File: src/sv/hcvd_pkg.sv
// Shared types and constants of the heating curve valve decision block.
package hcvd_pkg;

  // Field widths
  localparam int TEMP_W     = 13;                // temperatures, signed 1/16 degC
  localparam int DIFF_W     = TEMP_W + 1;        // difference of two temperatures
  localparam int PROD_W     = 2 * DIFF_W;        // curve numerator product
  localparam int MAG_W      = PROD_W - 1;        // magnitude of the numerator
  localparam int DIV_W      = DIFF_W - 1;        // magnitude of the span
  localparam int SUM_W      = PROD_W + 1;        // unclamped target
  localparam int TOL_W      = 11;
  localparam int TIME_W     = 16;
  localparam int BEY_W      = TEMP_W;            // excess beyond the band
  localparam int MUL_W      = TIME_W + BEY_W;    // gain times excess
  localparam int RUN_W      = MUL_W - 4 + 1;     // base time plus scaled product
  localparam int CFG_ADDR_W = 3;
  localparam int CFG_DATA_W = 16;

  // Register indexes of the configuration port
  typedef enum logic [CFG_ADDR_W-1:0] {
    REG_FLOW_LOW    = 3'd0,
    REG_FLOW_HIGH   = 3'd1,
    REG_RETURN_LOW  = 3'd2,
    REG_RETURN_HIGH = 3'd3,
    REG_TOLERANCE   = 3'd4,
    REG_MIN_TIME    = 3'd5,
    REG_GAIN_CLOSE  = 3'd6,
    REG_GAIN_OPEN   = 3'd7
  } hcvd_reg_e;

  // Valve motion codes
  typedef enum logic [1:0] {
    DIR_HALT  = 2'd0,
    DIR_CLOSE = 2'd1,
    DIR_OPEN  = 2'd2
  } hcvd_dir_e;

  // Fixed results and reset values
  localparam logic [TEMP_W-1:0] ERROR_TARGET    = 13'h19C2;  // -1598, i.e. -99.9 degC
  localparam logic [TEMP_W-1:0] SUMMER_TARGET   = 13'h0000;
  localparam logic [TIME_W-1:0] TIME_MAX        = 16'hFFFF;
  localparam logic [TEMP_W-1:0] RST_FLOW_LOW    = 13'd320;
  localparam logic [TEMP_W-1:0] RST_FLOW_HIGH   = 13'd1120;
  localparam logic [TEMP_W-1:0] RST_RETURN_LOW  = 13'd320;
  localparam logic [TEMP_W-1:0] RST_RETURN_HIGH = 13'd800;
  localparam logic [TOL_W-1:0]  RST_TOLERANCE   = 11'd32;
  localparam logic [TIME_W-1:0] RST_MIN_TIME    = 16'd1000;
  localparam logic [TIME_W-1:0] RST_GAIN_CLOSE  = 16'd1000;
  localparam logic [TIME_W-1:0] RST_GAIN_OPEN   = 16'd1000;

  // Configuration as seen by the datapath
  typedef struct packed {
    logic [TEMP_W-1:0] flow_low;
    logic [TEMP_W-1:0] flow_high;
    logic [TEMP_W-1:0] ret_low;
    logic [TEMP_W-1:0] ret_high;
    logic [TOL_W-1:0]  tol;
    logic [TIME_W-1:0] min_time;
    logic [TIME_W-1:0] gain_close;
    logic [TIME_W-1:0] gain_open;
  } hcvd_cfg_t;

  // Classified sample handed from the front part to the back part
  typedef struct packed {
    logic              err;
    logic              summer;
    logic              zero_span;
    logic              flow_gt;
    logic [TEMP_W-1:0] ret;
    logic [PROD_W-1:0] prod;
    logic [DIFF_W-1:0] span;
  } hcvd_item_t;

  // Flags that ride alongside the divider
  typedef struct packed {
    logic              err;
    logic              summer;
    logic              zero_span;
    logic              flow_gt;
    logic              neg;
    logic [TEMP_W-1:0] ret;
  } hcvd_side_t;

endpackage

File: src/sv/hcvd_front.sv
// Front part: takes samples, forms the curve numerator and span, classifies them.
module hcvd_front import hcvd_pkg::*; (
  input  logic                   clk_i,
  input  logic                   rst_ni,
  input  hcvd_cfg_t              cfg_i,
  input  logic                   s_valid_i,
  output logic                   s_ready_o,
  input  logic [TEMP_W-1:0]      flow_i,
  input  logic [TEMP_W-1:0]      ret_i,
  input  logic                   err_i,
  input  logic                   summer_i,
  input  logic                   full_i,
  output logic                   push_o,
  output hcvd_item_t             item_o
);

  logic                     valid_q, valid_d;
  hcvd_item_t               item_q, item_d;
  logic                     accept;
  logic signed [DIFF_W-1:0] flow_diff, ret_diff, span;
  logic signed [PROD_W-1:0] prod;

  // Curve terms: numerator product and span
  always_comb begin
    flow_diff = $signed({flow_i[TEMP_W-1], flow_i})
              - $signed({cfg_i.flow_low[TEMP_W-1], cfg_i.flow_low});
    ret_diff  = $signed({cfg_i.ret_high[TEMP_W-1], cfg_i.ret_high})
              - $signed({cfg_i.ret_low[TEMP_W-1], cfg_i.ret_low});
    span      = $signed({cfg_i.flow_high[TEMP_W-1], cfg_i.flow_high})
              - $signed({cfg_i.flow_low[TEMP_W-1], cfg_i.flow_low});
    prod      = ret_diff * flow_diff;
    item_d.err       = err_i;
    item_d.summer    = summer_i;
    item_d.zero_span = (cfg_i.flow_high == cfg_i.flow_low);
    item_d.flow_gt   = ($signed(flow_i) > $signed(cfg_i.flow_low));
    item_d.ret       = ret_i;
    item_d.prod      = prod;
    item_d.span      = span;
  end

  // Hand over to the queue whenever it has room
  assign push_o    = valid_q && !full_i;
  assign s_ready_o = !valid_q || !full_i;
  assign accept    = s_valid_i && s_ready_o;
  assign item_o    = item_q;

  always_comb begin
    valid_d = valid_q;
    if (accept) begin
      valid_d = 1'b1;
    end else if (push_o) begin
      valid_d = 1'b0;
    end
  end

  always_ff @(posedge clk_i or negedge rst_ni) begin
    if (!rst_ni) begin
      valid_q <= 1'b0;
    end else begin
      valid_q <= valid_d;
    end
  end

  // Capture the sample on transfer
  always_ff @(posedge clk_i) begin
    if (accept) begin
      item_q <= item_d;
    end
  end

endmodule

File: src/sv/hcvd_queue.sv
// Short queue between the front and back parts.
module hcvd_queue import hcvd_pkg::*; #(
  parameter int DEPTH = 4
) (
  input  logic       clk_i,
  input  logic       rst_ni,
  input  logic       push_i,
  input  hcvd_item_t item_i,
  input  logic       pop_i,
  output hcvd_item_t item_o,
  output logic       full_o,
  output logic       empty_o
);

  localparam int PTR_W = (DEPTH > 1) ? $clog2(DEPTH) : 1;
  localparam int CNT_W = $clog2(DEPTH + 1);

  hcvd_item_t       mem_q [DEPTH];
  logic [PTR_W-1:0] wr_ptr_q, wr_ptr_d, rd_ptr_q, rd_ptr_d;
  logic [CNT_W-1:0] cnt_q, cnt_d;

  assign full_o  = (cnt_q == CNT_W'(DEPTH));
  assign empty_o = (cnt_q == '0);
  assign item_o  = mem_q[rd_ptr_q];

  // Advance pointers and occupancy
  always_comb begin
    wr_ptr_d = wr_ptr_q;
    rd_ptr_d = rd_ptr_q;
    cnt_d    = cnt_q;
    if (push_i) begin
      wr_ptr_d = (wr_ptr_q == PTR_W'(DEPTH - 1)) ? '0 : wr_ptr_q + 1'b1;
    end
    if (pop_i) begin
      rd_ptr_d = (rd_ptr_q == PTR_W'(DEPTH - 1)) ? '0 : rd_ptr_q + 1'b1;
    end
    if (push_i && !pop_i) begin
      cnt_d = cnt_q + 1'b1;
    end else if (pop_i && !push_i) begin
      cnt_d = cnt_q - 1'b1;
    end
  end

  always_ff @(posedge clk_i or negedge rst_ni) begin
    if (!rst_ni) begin
      wr_ptr_q <= '0;
      rd_ptr_q <= '0;
      cnt_q    <= '0;
    end else begin
      wr_ptr_q <= wr_ptr_d;
      rd_ptr_q <= rd_ptr_d;
      cnt_q    <= cnt_d;
    end
  end

  // Store the entry
  always_ff @(posedge clk_i) begin
    if (push_i) begin
      mem_q[wr_ptr_q] <= item_i;
    end
  end

endmodule

File: src/sv/hcvd_div.sv
// Pipelined restoring divider, one quotient bit per stage.
module hcvd_div import hcvd_pkg::*; (
  input  logic             clk_i,
  input  logic             rst_ni,
  input  logic             en_i,
  input  logic             valid_i,
  input  logic [MAG_W-1:0] dividend_i,
  input  logic [DIV_W-1:0] divisor_i,
  input  hcvd_side_t       side_i,
  output logic             valid_o,
  output logic [MAG_W-1:0] quot_o,
  output hcvd_side_t       side_o
);

  // Index 0 is the input, index k the register after stage k
  logic [MAG_W:0]   vld;
  logic [DIV_W-1:0] rem  [MAG_W+1];
  logic [MAG_W-1:0] nq   [MAG_W+1];
  logic [DIV_W-1:0] dv   [MAG_W+1];
  hcvd_side_t       side [MAG_W+1];

  assign vld[0]  = valid_i;
  assign rem[0]  = '0;
  assign nq[0]   = dividend_i;
  assign dv[0]   = divisor_i;
  assign side[0] = side_i;

  for (genvar k = 0; k < MAG_W; k++) begin : g_stage
    logic [DIV_W:0] trial;
    logic [DIV_W:0] diff;
    logic           ge;

    // Shift in the next dividend bit and try the subtraction
    always_comb begin
      trial = {rem[k], nq[k][MAG_W-1]};
      diff  = trial - {1'b0, dv[k]};
      ge    = (trial >= {1'b0, dv[k]});
    end

    always_ff @(posedge clk_i or negedge rst_ni) begin
      if (!rst_ni) begin
        vld[k+1] <= 1'b0;
      end else if (en_i) begin
        vld[k+1] <= vld[k];
      end
    end

    always_ff @(posedge clk_i) begin
      if (en_i) begin
        rem[k+1]  <= ge ? diff[DIV_W-1:0] : trial[DIV_W-1:0];
        nq[k+1]   <= {nq[k][MAG_W-2:0], ge};
        dv[k+1]   <= dv[k];
        side[k+1] <= side[k];
      end
    end
  end

  assign valid_o = vld[MAG_W];
  assign quot_o  = nq[MAG_W];
  assign side_o  = side[MAG_W];

endmodule

File: src/sv/hcvd_back.sv
// Back part: divides, clamps the target, decides direction and motor time.
module hcvd_back import hcvd_pkg::*; (
  input  logic              clk_i,
  input  logic              rst_ni,
  input  hcvd_cfg_t         cfg_i,
  input  logic              empty_i,
  input  hcvd_item_t        item_i,
  output logic              pop_o,
  output logic              m_valid_o,
  input  logic              m_ready_i,
  output logic [1:0]        dir_o,
  output logic [TIME_W-1:0] time_o,
  output logic [TEMP_W-1:0] target_o
);

  logic adv;

  // Whole pipeline moves unless the output holds an untaken result
  assign adv   = !m_valid_o || m_ready_i;
  assign pop_o = adv && !empty_i;

  // Stage 0: magnitudes and quotient sign
  logic             s0_valid_q;
  logic [MAG_W-1:0] s0_mag_q;
  logic [DIV_W-1:0] s0_dv_q;
  hcvd_side_t       s0_side_q;
  logic [PROD_W-1:0] prod_abs;
  logic [DIFF_W-1:0] span_abs;
  hcvd_side_t        s0_side_d;

  always_comb begin
    prod_abs = item_i.prod[PROD_W-1] ? (~item_i.prod + 1'b1) : item_i.prod;
    span_abs = item_i.span[DIFF_W-1] ? (~item_i.span + 1'b1) : item_i.span;
    s0_side_d.err       = item_i.err;
    s0_side_d.summer    = item_i.summer;
    s0_side_d.zero_span = item_i.zero_span;
    s0_side_d.flow_gt   = item_i.flow_gt;
    s0_side_d.neg       = item_i.prod[PROD_W-1] ^ item_i.span[DIFF_W-1];
    s0_side_d.ret       = item_i.ret;
  end

  always_ff @(posedge clk_i or negedge rst_ni) begin
    if (!rst_ni) begin
      s0_valid_q <= 1'b0;
    end else if (adv) begin
      s0_valid_q <= !empty_i;
    end
  end

  always_ff @(posedge clk_i) begin
    if (adv) begin
      s0_mag_q  <= prod_abs[MAG_W-1:0];
      s0_dv_q   <= span_abs[DIV_W-1:0];
      s0_side_q <= s0_side_d;
    end
  end

  // Divider
  logic             dq_valid;
  logic [MAG_W-1:0] dq_quot;
  hcvd_side_t       dq_side;

  hcvd_div u_div (
    .clk_i      (clk_i),
    .rst_ni     (rst_ni),
    .en_i       (adv),
    .valid_i    (s0_valid_q),
    .dividend_i (s0_mag_q),
    .divisor_i  (s0_dv_q),
    .side_i     (s0_side_q),
    .valid_o    (dq_valid),
    .quot_o     (dq_quot),
    .side_o     (dq_side)
  );

  // Stage A: signed quotient plus low return point
  logic                    sa_valid_q;
  logic signed [SUM_W-1:0] sa_sum_q;
  hcvd_side_t              sa_side_q;
  logic signed [PROD_W-1:0] q_signed;
  logic signed [SUM_W-1:0]  ret_low_x, ret_high_x;

  assign ret_low_x  = $signed({{(SUM_W-TEMP_W){cfg_i.ret_low[TEMP_W-1]}}, cfg_i.ret_low});
  assign ret_high_x = $signed({{(SUM_W-TEMP_W){cfg_i.ret_high[TEMP_W-1]}}, cfg_i.ret_high});

  always_comb begin
    q_signed = dq_side.neg ? -$signed({1'b0, dq_quot}) : $signed({1'b0, dq_quot});
  end

  always_ff @(posedge clk_i or negedge rst_ni) begin
    if (!rst_ni) begin
      sa_valid_q <= 1'b0;
    end else if (adv) begin
      sa_valid_q <= dq_valid;
    end
  end

  always_ff @(posedge clk_i) begin
    if (adv) begin
      sa_sum_q  <= ret_low_x + $signed({q_signed[PROD_W-1], q_signed});
      sa_side_q <= dq_side;
    end
  end

  // Stage B: clamp low then high, or pick a point on zero span
  logic              sb_valid_q;
  logic [TEMP_W-1:0] sb_target_q;
  hcvd_side_t        sb_side_q;
  logic signed [SUM_W-1:0] clamp_lo, clamp_hi;
  logic [TEMP_W-1:0]       target_d;

  always_comb begin
    clamp_lo = (sa_sum_q < ret_low_x) ? ret_low_x : sa_sum_q;
    clamp_hi = (clamp_lo > ret_high_x) ? ret_high_x : clamp_lo;
    if (sa_side_q.zero_span) begin
      target_d = sa_side_q.flow_gt ? cfg_i.ret_high : cfg_i.ret_low;
    end else begin
      target_d = clamp_hi[TEMP_W-1:0];
    end
  end

  always_ff @(posedge clk_i or negedge rst_ni) begin
    if (!rst_ni) begin
      sb_valid_q <= 1'b0;
    end else if (adv) begin
      sb_valid_q <= sa_valid_q;
    end
  end

  always_ff @(posedge clk_i) begin
    if (adv) begin
      sb_target_q <= target_d;
      sb_side_q   <= sa_side_q;
    end
  end

  // Stage C: excess against the dead band
  logic              sc_valid_q;
  hcvd_dir_e         sc_dir_q, sc_dir_d;
  logic [BEY_W-1:0]  sc_beyond_q, sc_beyond_d;
  logic [TIME_W-1:0] sc_gain_q, sc_gain_d;
  logic [TEMP_W-1:0] sc_target_q, sc_target_d;
  logic signed [DIFF_W-1:0] excess, tol_x, over, under;

  always_comb begin
    tol_x  = $signed({{(DIFF_W-TOL_W){1'b0}}, cfg_i.tol});
    excess = $signed({sb_side_q.ret[TEMP_W-1], sb_side_q.ret})
           - $signed({sb_target_q[TEMP_W-1], sb_target_q});
    sc_target_d = sb_target_q;
    if (sb_side_q.summer) begin
      excess      = '0;
      sc_target_d = SUMMER_TARGET;
    end
    over        = excess - tol_x;
    under       = -excess - tol_x;
    sc_dir_d    = DIR_HALT;
    sc_beyond_d = '0;
    sc_gain_d   = cfg_i.gain_close;
    if (excess > tol_x) begin
      sc_dir_d    = DIR_CLOSE;
      sc_beyond_d = over[BEY_W-1:0];
    end else if (excess < -tol_x) begin
      sc_dir_d    = DIR_OPEN;
      sc_beyond_d = under[BEY_W-1:0];
      sc_gain_d   = cfg_i.gain_open;
    end
    // Sensor fault overrides everything
    if (sb_side_q.err) begin
      sc_dir_d    = DIR_HALT;
      sc_beyond_d = '0;
      sc_target_d = ERROR_TARGET;
    end
  end

  always_ff @(posedge clk_i or negedge rst_ni) begin
    if (!rst_ni) begin
      sc_valid_q <= 1'b0;
    end else if (adv) begin
      sc_valid_q <= sb_valid_q;
    end
  end

  always_ff @(posedge clk_i) begin
    if (adv) begin
      sc_dir_q    <= sc_dir_d;
      sc_beyond_q <= sc_beyond_d;
      sc_gain_q   <= sc_gain_d;
      sc_target_q <= sc_target_d;
    end
  end

  // Stage D: gain times excess
  logic              sd_valid_q;
  hcvd_dir_e         sd_dir_q;
  logic [MUL_W-1:0]  sd_mul_q;
  logic [TEMP_W-1:0] sd_target_q;

  always_ff @(posedge clk_i or negedge rst_ni) begin
    if (!rst_ni) begin
      sd_valid_q <= 1'b0;
    end else if (adv) begin
      sd_valid_q <= sc_valid_q;
    end
  end

  always_ff @(posedge clk_i) begin
    if (adv) begin
      sd_dir_q    <= sc_dir_q;
      sd_mul_q    <= MUL_W'(sc_gain_q * sc_beyond_q);
      sd_target_q <= sc_target_q;
    end
  end

  // Stage E: add base time, saturate, hold for the output transfer
  logic              out_valid_q;
  hcvd_dir_e         out_dir_q;
  logic [TIME_W-1:0] out_time_q, out_time_d;
  logic [TEMP_W-1:0] out_target_q;
  logic [RUN_W-1:0]  run;

  always_comb begin
    run = {{(RUN_W-TIME_W){1'b0}}, cfg_i.min_time} + {1'b0, sd_mul_q[MUL_W-1:4]};
    if (sd_dir_q == DIR_HALT) begin
      out_time_d = '0;
    end else if (run > {{(RUN_W-TIME_W){1'b0}}, TIME_MAX}) begin
      out_time_d = TIME_MAX;
    end else begin
      out_time_d = run[TIME_W-1:0];
    end
  end

  always_ff @(posedge clk_i or negedge rst_ni) begin
    if (!rst_ni) begin
      out_valid_q <= 1'b0;
    end else if (adv) begin
      out_valid_q <= sd_valid_q;
    end
  end

  always_ff @(posedge clk_i) begin
    if (adv) begin
      out_dir_q    <= sd_dir_q;
      out_time_q   <= out_time_d;
      out_target_q <= sd_target_q;
    end
  end

  assign m_valid_o = out_valid_q;
  assign dir_o     = out_dir_q;
  assign time_o    = out_time_q;
  assign target_o  = out_target_q;

endmodule

File: src/sv/heating_curve_valve_decision.sv
// Top level of the heating curve valve decision block.
//
//   channel  | direction | payload
//   s_axis   | in        | tdata: flow_temp, return_temp; tuser: sensor_error, summer_mode
//   m_axis   | out       | tdata: direction, motor_time_ms, target_return
//   cfg      | in        | cfg_addr_i register index, cfg_wdata_i value, cfg_we_i write
//
// One sample per cycle is taken and one decision per cycle is given while the output is not stalled.
// From input transfer to output valid a sample passes the front register, the queue entry,
// the magnitude stage, the 27-stage divider and five finish stages.
// A stalled output freezes the back pipeline; the queue of QUEUE_DEPTH entries
// and the front register keep taking samples until they fill.
// Reset loads the register reset values and empties all stages; no clearing pass.
module heating_curve_valve_decision import hcvd_pkg::*; #(
  parameter int QUEUE_DEPTH = 4
) (
  input  logic                  clk_i,
  input  logic                  rst_ni,
  input  logic                  s_axis_tvalid,
  output logic                  s_axis_tready,
  input  logic [31:0]           s_axis_tdata,   // [12:0] flow_temp, [25:13] return_temp
  input  logic [1:0]            s_axis_tuser,   // [0] sensor_error, [1] summer_mode
  output logic                  m_axis_tvalid,
  input  logic                  m_axis_tready,
  output logic [31:0]           m_axis_tdata,   // [1:0] direction, [17:2] motor_time_ms,
                                                // [30:18] target_return
  input  logic                  cfg_we_i,
  input  logic [CFG_ADDR_W-1:0] cfg_addr_i,
  input  logic [CFG_DATA_W-1:0] cfg_wdata_i
);

  hcvd_cfg_t         cfg_q;
  hcvd_item_t        front_item, queue_item;
  logic              push, pop, full, empty;
  logic [1:0]        dir;
  logic [TIME_W-1:0] run_time;
  logic [TEMP_W-1:0] target;

  // Configuration registers
  always_ff @(posedge clk_i or negedge rst_ni) begin
    if (!rst_ni) begin
      cfg_q.flow_low   <= RST_FLOW_LOW;
      cfg_q.flow_high  <= RST_FLOW_HIGH;
      cfg_q.ret_low    <= RST_RETURN_LOW;
      cfg_q.ret_high   <= RST_RETURN_HIGH;
      cfg_q.tol        <= RST_TOLERANCE;
      cfg_q.min_time   <= RST_MIN_TIME;
      cfg_q.gain_close <= RST_GAIN_CLOSE;
      cfg_q.gain_open  <= RST_GAIN_OPEN;
    end else if (cfg_we_i) begin
      case (hcvd_reg_e'(cfg_addr_i))
        REG_FLOW_LOW:    cfg_q.flow_low   <= cfg_wdata_i[TEMP_W-1:0];
        REG_FLOW_HIGH:   cfg_q.flow_high  <= cfg_wdata_i[TEMP_W-1:0];
        REG_RETURN_LOW:  cfg_q.ret_low    <= cfg_wdata_i[TEMP_W-1:0];
        REG_RETURN_HIGH: cfg_q.ret_high   <= cfg_wdata_i[TEMP_W-1:0];
        REG_TOLERANCE:   cfg_q.tol        <= cfg_wdata_i[TOL_W-1:0];
        REG_MIN_TIME:    cfg_q.min_time   <= cfg_wdata_i[TIME_W-1:0];
        REG_GAIN_CLOSE:  cfg_q.gain_close <= cfg_wdata_i[TIME_W-1:0];
        REG_GAIN_OPEN:   cfg_q.gain_open  <= cfg_wdata_i[TIME_W-1:0];
        default: ;
      endcase
    end
  end

  hcvd_front u_front (
    .clk_i     (clk_i),
    .rst_ni    (rst_ni),
    .cfg_i     (cfg_q),
    .s_valid_i (s_axis_tvalid),
    .s_ready_o (s_axis_tready),
    .flow_i    (s_axis_tdata[TEMP_W-1:0]),
    .ret_i     (s_axis_tdata[2*TEMP_W-1:TEMP_W]),
    .err_i     (s_axis_tuser[0]),
    .summer_i  (s_axis_tuser[1]),
    .full_i    (full),
    .push_o    (push),
    .item_o    (front_item)
  );

  hcvd_queue #(
    .DEPTH (QUEUE_DEPTH)
  ) u_queue (
    .clk_i   (clk_i),
    .rst_ni  (rst_ni),
    .push_i  (push),
    .item_i  (front_item),
    .pop_i   (pop),
    .item_o  (queue_item),
    .full_o  (full),
    .empty_o (empty)
  );

  hcvd_back u_back (
    .clk_i     (clk_i),
    .rst_ni    (rst_ni),
    .cfg_i     (cfg_q),
    .empty_i   (empty),
    .item_i    (queue_item),
    .pop_o     (pop),
    .m_valid_o (m_axis_tvalid),
    .m_ready_i (m_axis_tready),
    .dir_o     (dir),
    .time_o    (run_time),
    .target_o  (target)
  );

  assign m_axis_tdata = {1'b0, target, run_time, dir};

endmodule

File: config.mk
export PLATFORM = sky130hd
export DESIGN_NAME = heating_curve_valve_decision
export DESIGN_NICKNAME = d
export VERILOG_FILES = /design/src/sv/hcvd_pkg.sv /design/src/sv/hcvd_front.sv /design/src/sv/hcvd_queue.sv /design/src/sv/hcvd_div.sv /design/src/sv/hcvd_back.sv /design/src/sv/heating_curve_valve_decision.sv
export SDC_FILE = /design/constraint.sdc
export NUM_CORES = 2
export LEC_CHECK = 0
export BUFFER_PORTS_ARGS = -buffer_cell sky130_fd_sc_hd__clkbuf_2
export CORE_MARGIN = 3
export CORE_UTILIZATION = 51
export CTS_CLUSTER_DIAMETER = 60
export CTS_CLUSTER_SIZE = 24
export DETAILED_ROUTE_END_ITERATION = 6
export GPL_TIMING_DRIVEN = 0
export PLACE_DENSITY = 0.74
export SETUP_SLACK_MARGIN = 0.4
export SKIP_CTS_REPAIR_TIMING = 1
export SYNTH_ARGS = -nofsm -noshare
export SYNTH_HDL_FRONTEND = slang
export SYNTH_SLANG_ARGS = --single-unit
File: constraint.sdc
create_clock -name clk_i -period 100.8 [get_ports clk_i]
set_clock_uncertainty 0.1 [all_clocks]
set_input_delay 0 -clock clk_i [delete_from_list [all_inputs] [get_ports clk_i]]
set_output_delay 0 -clock clk_i [all_outputs]
set_load 0.02 [all_outputs]
Yosys cells after proc, flatten, opt, wreduce, memory -nomap -nowiden
Memories as Yosys holds them, arrays and structs flattened.
Cells that the tools add are included.
- $add $sub $neg: 43
- $mul: 2
- order comparisons: 33
- eq/ne operators: 11
- multiplexer cells: 50
- bitwise operators: 3
- reduce and logical (&&, ||, !) cells: 28
- operator list (kind ; number):
    two-way mux 13 bit ; 32
    >= comparator 14 x 13 -> 1 bit ; 26
    subtractor 13 bit ; 25
    subtractor 13 x 13 -> 14 bit ; 4
    two-way mux 16 bit ; 3
    adder 13 x 28 -> 29 bit ; 1
    > comparator 29 x 13 -> 1 bit ; 1
    less-than comparator 29 x 13 -> 1 bit ; 1
    multiplier 16 x 13 -> 29 bit ; 1
    two-way mux 29 bit ; 1
    multiplier 14 x 14 -> 28 bit ; 1
    two-way mux 28 bit ; 1
    negator 27 -> 28 bit ; 1
    adder 27 x 1 -> 27 bit, second input constant ; 1
    two-way mux 27 bit ; 1
    inverter 27 bit ; 1
    adder 16 x 25 -> 26 bit ; 1
    > comparator 26 x 16 -> 1 bit, second input constant ; 1
    subtractor 13 x 12 -> 13 bit ; 2
    AND reduction 2 bit ; 8
    == test 3 bit, second input constant ; 5
    > comparator 14 x 12 -> 1 bit ; 1
    less-than comparator 14 bit ; 1
    two-way mux 14 bit ; 1
    25 further kinds ; 49
- register bits after elaboration: 2353
- memory bits (writable): 236
- output and inout port bits: 34
- memories: 1
- memories (name ; words ; width ; rd ports ; clocked after Yosys merged registers in ; wr ports ; line ; source):
    u_queue.mem_q ; 4 ; 59 ; 1 ; 0 ; 1 ; hcvd_queue.sv:18 ; hcvd_item_t mem_q [DEPTH];

Depth between registers and ports, before layout
- depth after elaboration: 7
- depth in mapped cells: 33
- mapped depth without buffers: 32

Hierarchy
From an unflattened synthesis, not the netlist that was laid out.
- cells, all modules: 8910
- area, all modules: 125237.6 sq um
- modules (own cells, without submodules) (module ; instances ; cells each ; area each (sq um) ; sequential area each (sq um)):
    hcvd_div ; 1 ; 4891 ; 77790.9 ; 57460.1
    hcvd_back ; 1 ; 2238 ; 22738.1 ; 7567.3
    hcvd_front ; 1 ; 1191 ; 11339.6 ; 1796.7
    hcvd_queue ; 1 ; 346 ; 8996.1 ; 7262.0
    heating_curve_valve_decision ; 1 ; 244 ; 4372.9 ; 2813.9

Worst setup path before layout
OpenSTA, ideal clock, no wires.
- path type: register to register
- start point: register u_back.out_valid_q, in the netlist u_back.m_valid_o
- end point: register u_back.out_dir_q[0], in the netlist u_back.dir_o[0] (enable)
- arrival: 41942 ps
- required time: 98251 ps
- path slack: 56309 ps
- stages on the path, launching flop included: 5
- buffers on the path: 2
- path through: dfrtp_1 nor2b_1 clkbuf_1 clkbuf_1 inv_1
- cells in the longest elaborated chain, start to end: 2
- RTL lines (what ; line ; source):
    start: declaration ; hcvd_back.sv:215 ; logic out_valid_q;
    start signal: assignment ; hcvd_back.sv:236 ; out_valid_q <= sd_valid_q;
    zero test 1 bit ; hcvd_back.sv:19 ; assign adv = !m_valid_o || m_ready_i;
    logical OR 1 bit ; hcvd_back.sv:19 ;
    net u_back.adv ; hcvd_back.sv:16 ; logic adv;
    end signal: assignment ; hcvd_back.sv:242 ; out_dir_q <= sd_dir_q;
    end: declaration ; hcvd_back.sv:216 ; hcvd_dir_e out_dir_q;
The timed path passes the listed nets, and every way through them passes these cells.
A chain may end at the register's enable or synchronous reset.

==> run_results.csv <==
group,metric,value,unit
logic_synthesis,ys_types,103,
cells_and_area,syn_to_final_growth,9.12,%
sta,setup_viol,0,
placed_design,hpwl,169000,um
drt,antenna_left,0,
placed_design,portBuffers,80,
sta,layout_worst_path_cycle_share,0.102,
sta,slew_violations,0,
setup_path,path_class,"reg2reg",
setup_path,cpPeakStageDelay,1.08,ns
setup_path,crit_arrival,10.74,ns
drt,drtIter0Drc,5322,
placed_design,dp_cells,11600,
clocking,cts_tree,"yes",
clocking,insertion_delay,0.84,ns
clocking,root_buffer,"clkbuf_16",
status,violations,"DRC",
floorplan,die_width,497,um
sta,hold_violations,0,
setup_path,worstPathRequired,101.27,ns
logic_synthesis,syn_area,123000,um^2
drt,drc,1,
floorplan,io_pins,92,
floorplan,rows,179,
logic_synthesis,synth-seq-cells,2585,
setup_path,cp_top_family,"adder cells",
setup_path,end_kind,"flip-flop",
clocking,cts_made_buffers,160,
sta,rsz0062_at_grt,"no",
cells_and_area,nFillCells,18400,
drt,wire_per_inst,19.4,um
floorplan,dieArea,247000,um^2
placed_design,dpl_cell_area,128000,um^2
logic_synthesis,ys_warn_count,0,
drt,wl,233000,um
global_route,grt_pass1_vias,66500,
setup_path,start_kind,"flip-flop",
sta,period_needed,10.27,ns
status,status,"complete, but fails checks",
cells_and_area,drive_above_1_share,0.113,
logic_synthesis,synth_fp_nets,9500,
cells_and_area,final_cell_mix,"2433 x edfxtp_1, 905 x inv_1, 687 x ha_1",
clocking,clockBufferDepth,3,
logic_synthesis,synth_edf_count,2433,
worst_hold_path,hold_class,"in2reg",
logic_synthesis,synth_seq_area_share,0.624,
run,maxCapViolations,0,
clocking,clkTransAtPathRegs,0.09,ns
logic_synthesis,ys.flop_type,"edfxtp_1",
sta,tightest_slew,1.40,ns
sta,slew_headroom,0.0592,
logic_synthesis,ys_async_sr_fraction,0.0588,
drt,vias,65900,
cells_and_area,finalNetCount,9828,
global_route,grt_pass1_wl,367000,um
setup_path,slowest_stage,"xor2_1",
cells_and_area,final_cell_count_no_fill,12000,
placed_design,finalWeightedCongestion,0.914,
sta,tns,0,ns
clocking,cts.sinks,2585,
cells_and_area,postLayoutCellArea,134000,um^2
logic_synthesis,syn_area_per_cell,14.7,um^2
setup_path,critPathMostFrequentCell,"fa_1",
global_route,grt_usage,0.187,
floorplan,die_height,497,um
setup_path,cp_max_fo,9,
clocking,htreeDepth,4,
sta,whs,0.0381,ns
global_route,grt_max_degree,146,
global_route,overflow,0,
floorplan,initial_utilization,0.515,
floorplan,core_area,239000,um^2
logic_synthesis,synthCells,8372,
sta,timing.fmax,0.0974,GHz
cells_and_area,final_common_cell,"edfxtp_1",
drt,viasPerCell,5.49,
global_route,antenna_found_initial,10,
drt,first_pass_iters,7,
setup_path,critical_path_buf_inv_count,5,
metrics by stage:
step	worst slack, ns	utilization
detailed placement	90.61	0.537
global placement	41.73	0.534
finish	90.53	0.562
global route	89.98	0.562
floorplan	56.31	-
CTS	90.50	0.560
cell type report:
| cell class | instances | area [um^2] | share of cell area |
|---|---|---|---|
| Antenna cell | 5 | 12.5 | 0.0000931 |
| Buffer | 150 | 769 | 0.00572 |
| Clock buffer | 179 | 4190 | 0.0312 |
| Clock inverter | 103 | 1360 | 0.0101 |
| Inverter | 906 | 3410 | 0.0254 |
| Multi-Input combinational cell | 4731 | 42100 | 0.313 |
| Sequential cell | 2585 | 76900 | 0.572 |
| Tap cell | 3167 | 3960 | 0.0295 |
| Timing Repair Buffer | 166 | 1680 | 0.0125 |
flip-flops by register name (all words and copies together) (netlist names), 18 cells and up:
| register | flops |
|---|---|
| u_back.u_div.nq | 676 |
| u_back.u_div.side | 468 |
| u_back.u_div.g_stage.trial | 364 |
| u_back.u_div.dv | 338 |
| u_queue.mem_q | 236 |
| cfg_q | 111 |
| u_front.item_o | 59 |
| u_back.sa_sum_q | 29 |
| u_back.s0_mag_q | 27 |
| u_back.u_div.quot_o | 27 |
| u_back.u_div.vld | 26 |
| u_back.sd_mul_q | 25 |
| u_back.s0_side_q | 18 |
| u_back.u_div.side_o | 18 |
worst min-delay path, cell delays in order:
cell      delay [ns]
clkbuf_2        0.11
ha_1            0.22
nor2_1          0.18
a21o_1          0.14
a21oi_1         0.11
synthesized netlist by cell type (123+ instances only):
cell type  count  area share
nor2_1       307      0.0094
ha_1         687       0.070
nand2_1      481       0.015
mux2_2       394       0.036
o21ai_0      218      0.0089
a21o_1       146      0.0089
edfxtp_1    2433        0.59
fa_1         383       0.062
dfrtp_1      123       0.025
inv_1        906       0.028
a21oi_1      302       0.012
xor2_1       152       0.011
xnor2_1      346       0.025
layer usage:
metal	share of wire	track usage	routed length, um	up-vias
li1	-	-	-	31000
met1	0.44	0.259	102000	33000
met2	0.48	0.308	112000	1510
met3	0.055	0.0314	12700	336
met4	0.025	0.0488	5730	6
met5	0.00015	0	34	-
path summary, 6_finish.rpt:
check                                        from                     end  slack (ns)  depth (start not counted)
setup / recovery                        cfg_q[59]      u_front.item_o[38]       90.53                         32
hold / removal                   s_axis_tdata[11]      u_front.item_o[55]        0.04                          5
setup reg to reg                        cfg_q[59]      u_front.item_o[38]       90.53                         32
hold reg to reg            u_back.u_div.side[258]  u_back.u_div.side[240]        0.30                          0
max in group asynchronous                  rst_ni               cfg_q[78]       99.84                          4
min in group asynchronous                  rst_ni               cfg_q[91]        0.27                          3
logic make-up after synthesis:
| family | share of synthesized area |
|---|---|
| compound gates | 0.0604 |
| xor+xnor | 0.0354 |
| fa+ha+maj | 0.132 |
| buf+inv | 0.0339 |
| flops | 0.624 |
| mux | 0.0539 |
| other cells | 0.0000304 |
| simple gates | 0.0601 |
Power is left out: the tool's default activity adds up to more than one toggle a clock period on the data nets, which glitch-free logic cannot reach.
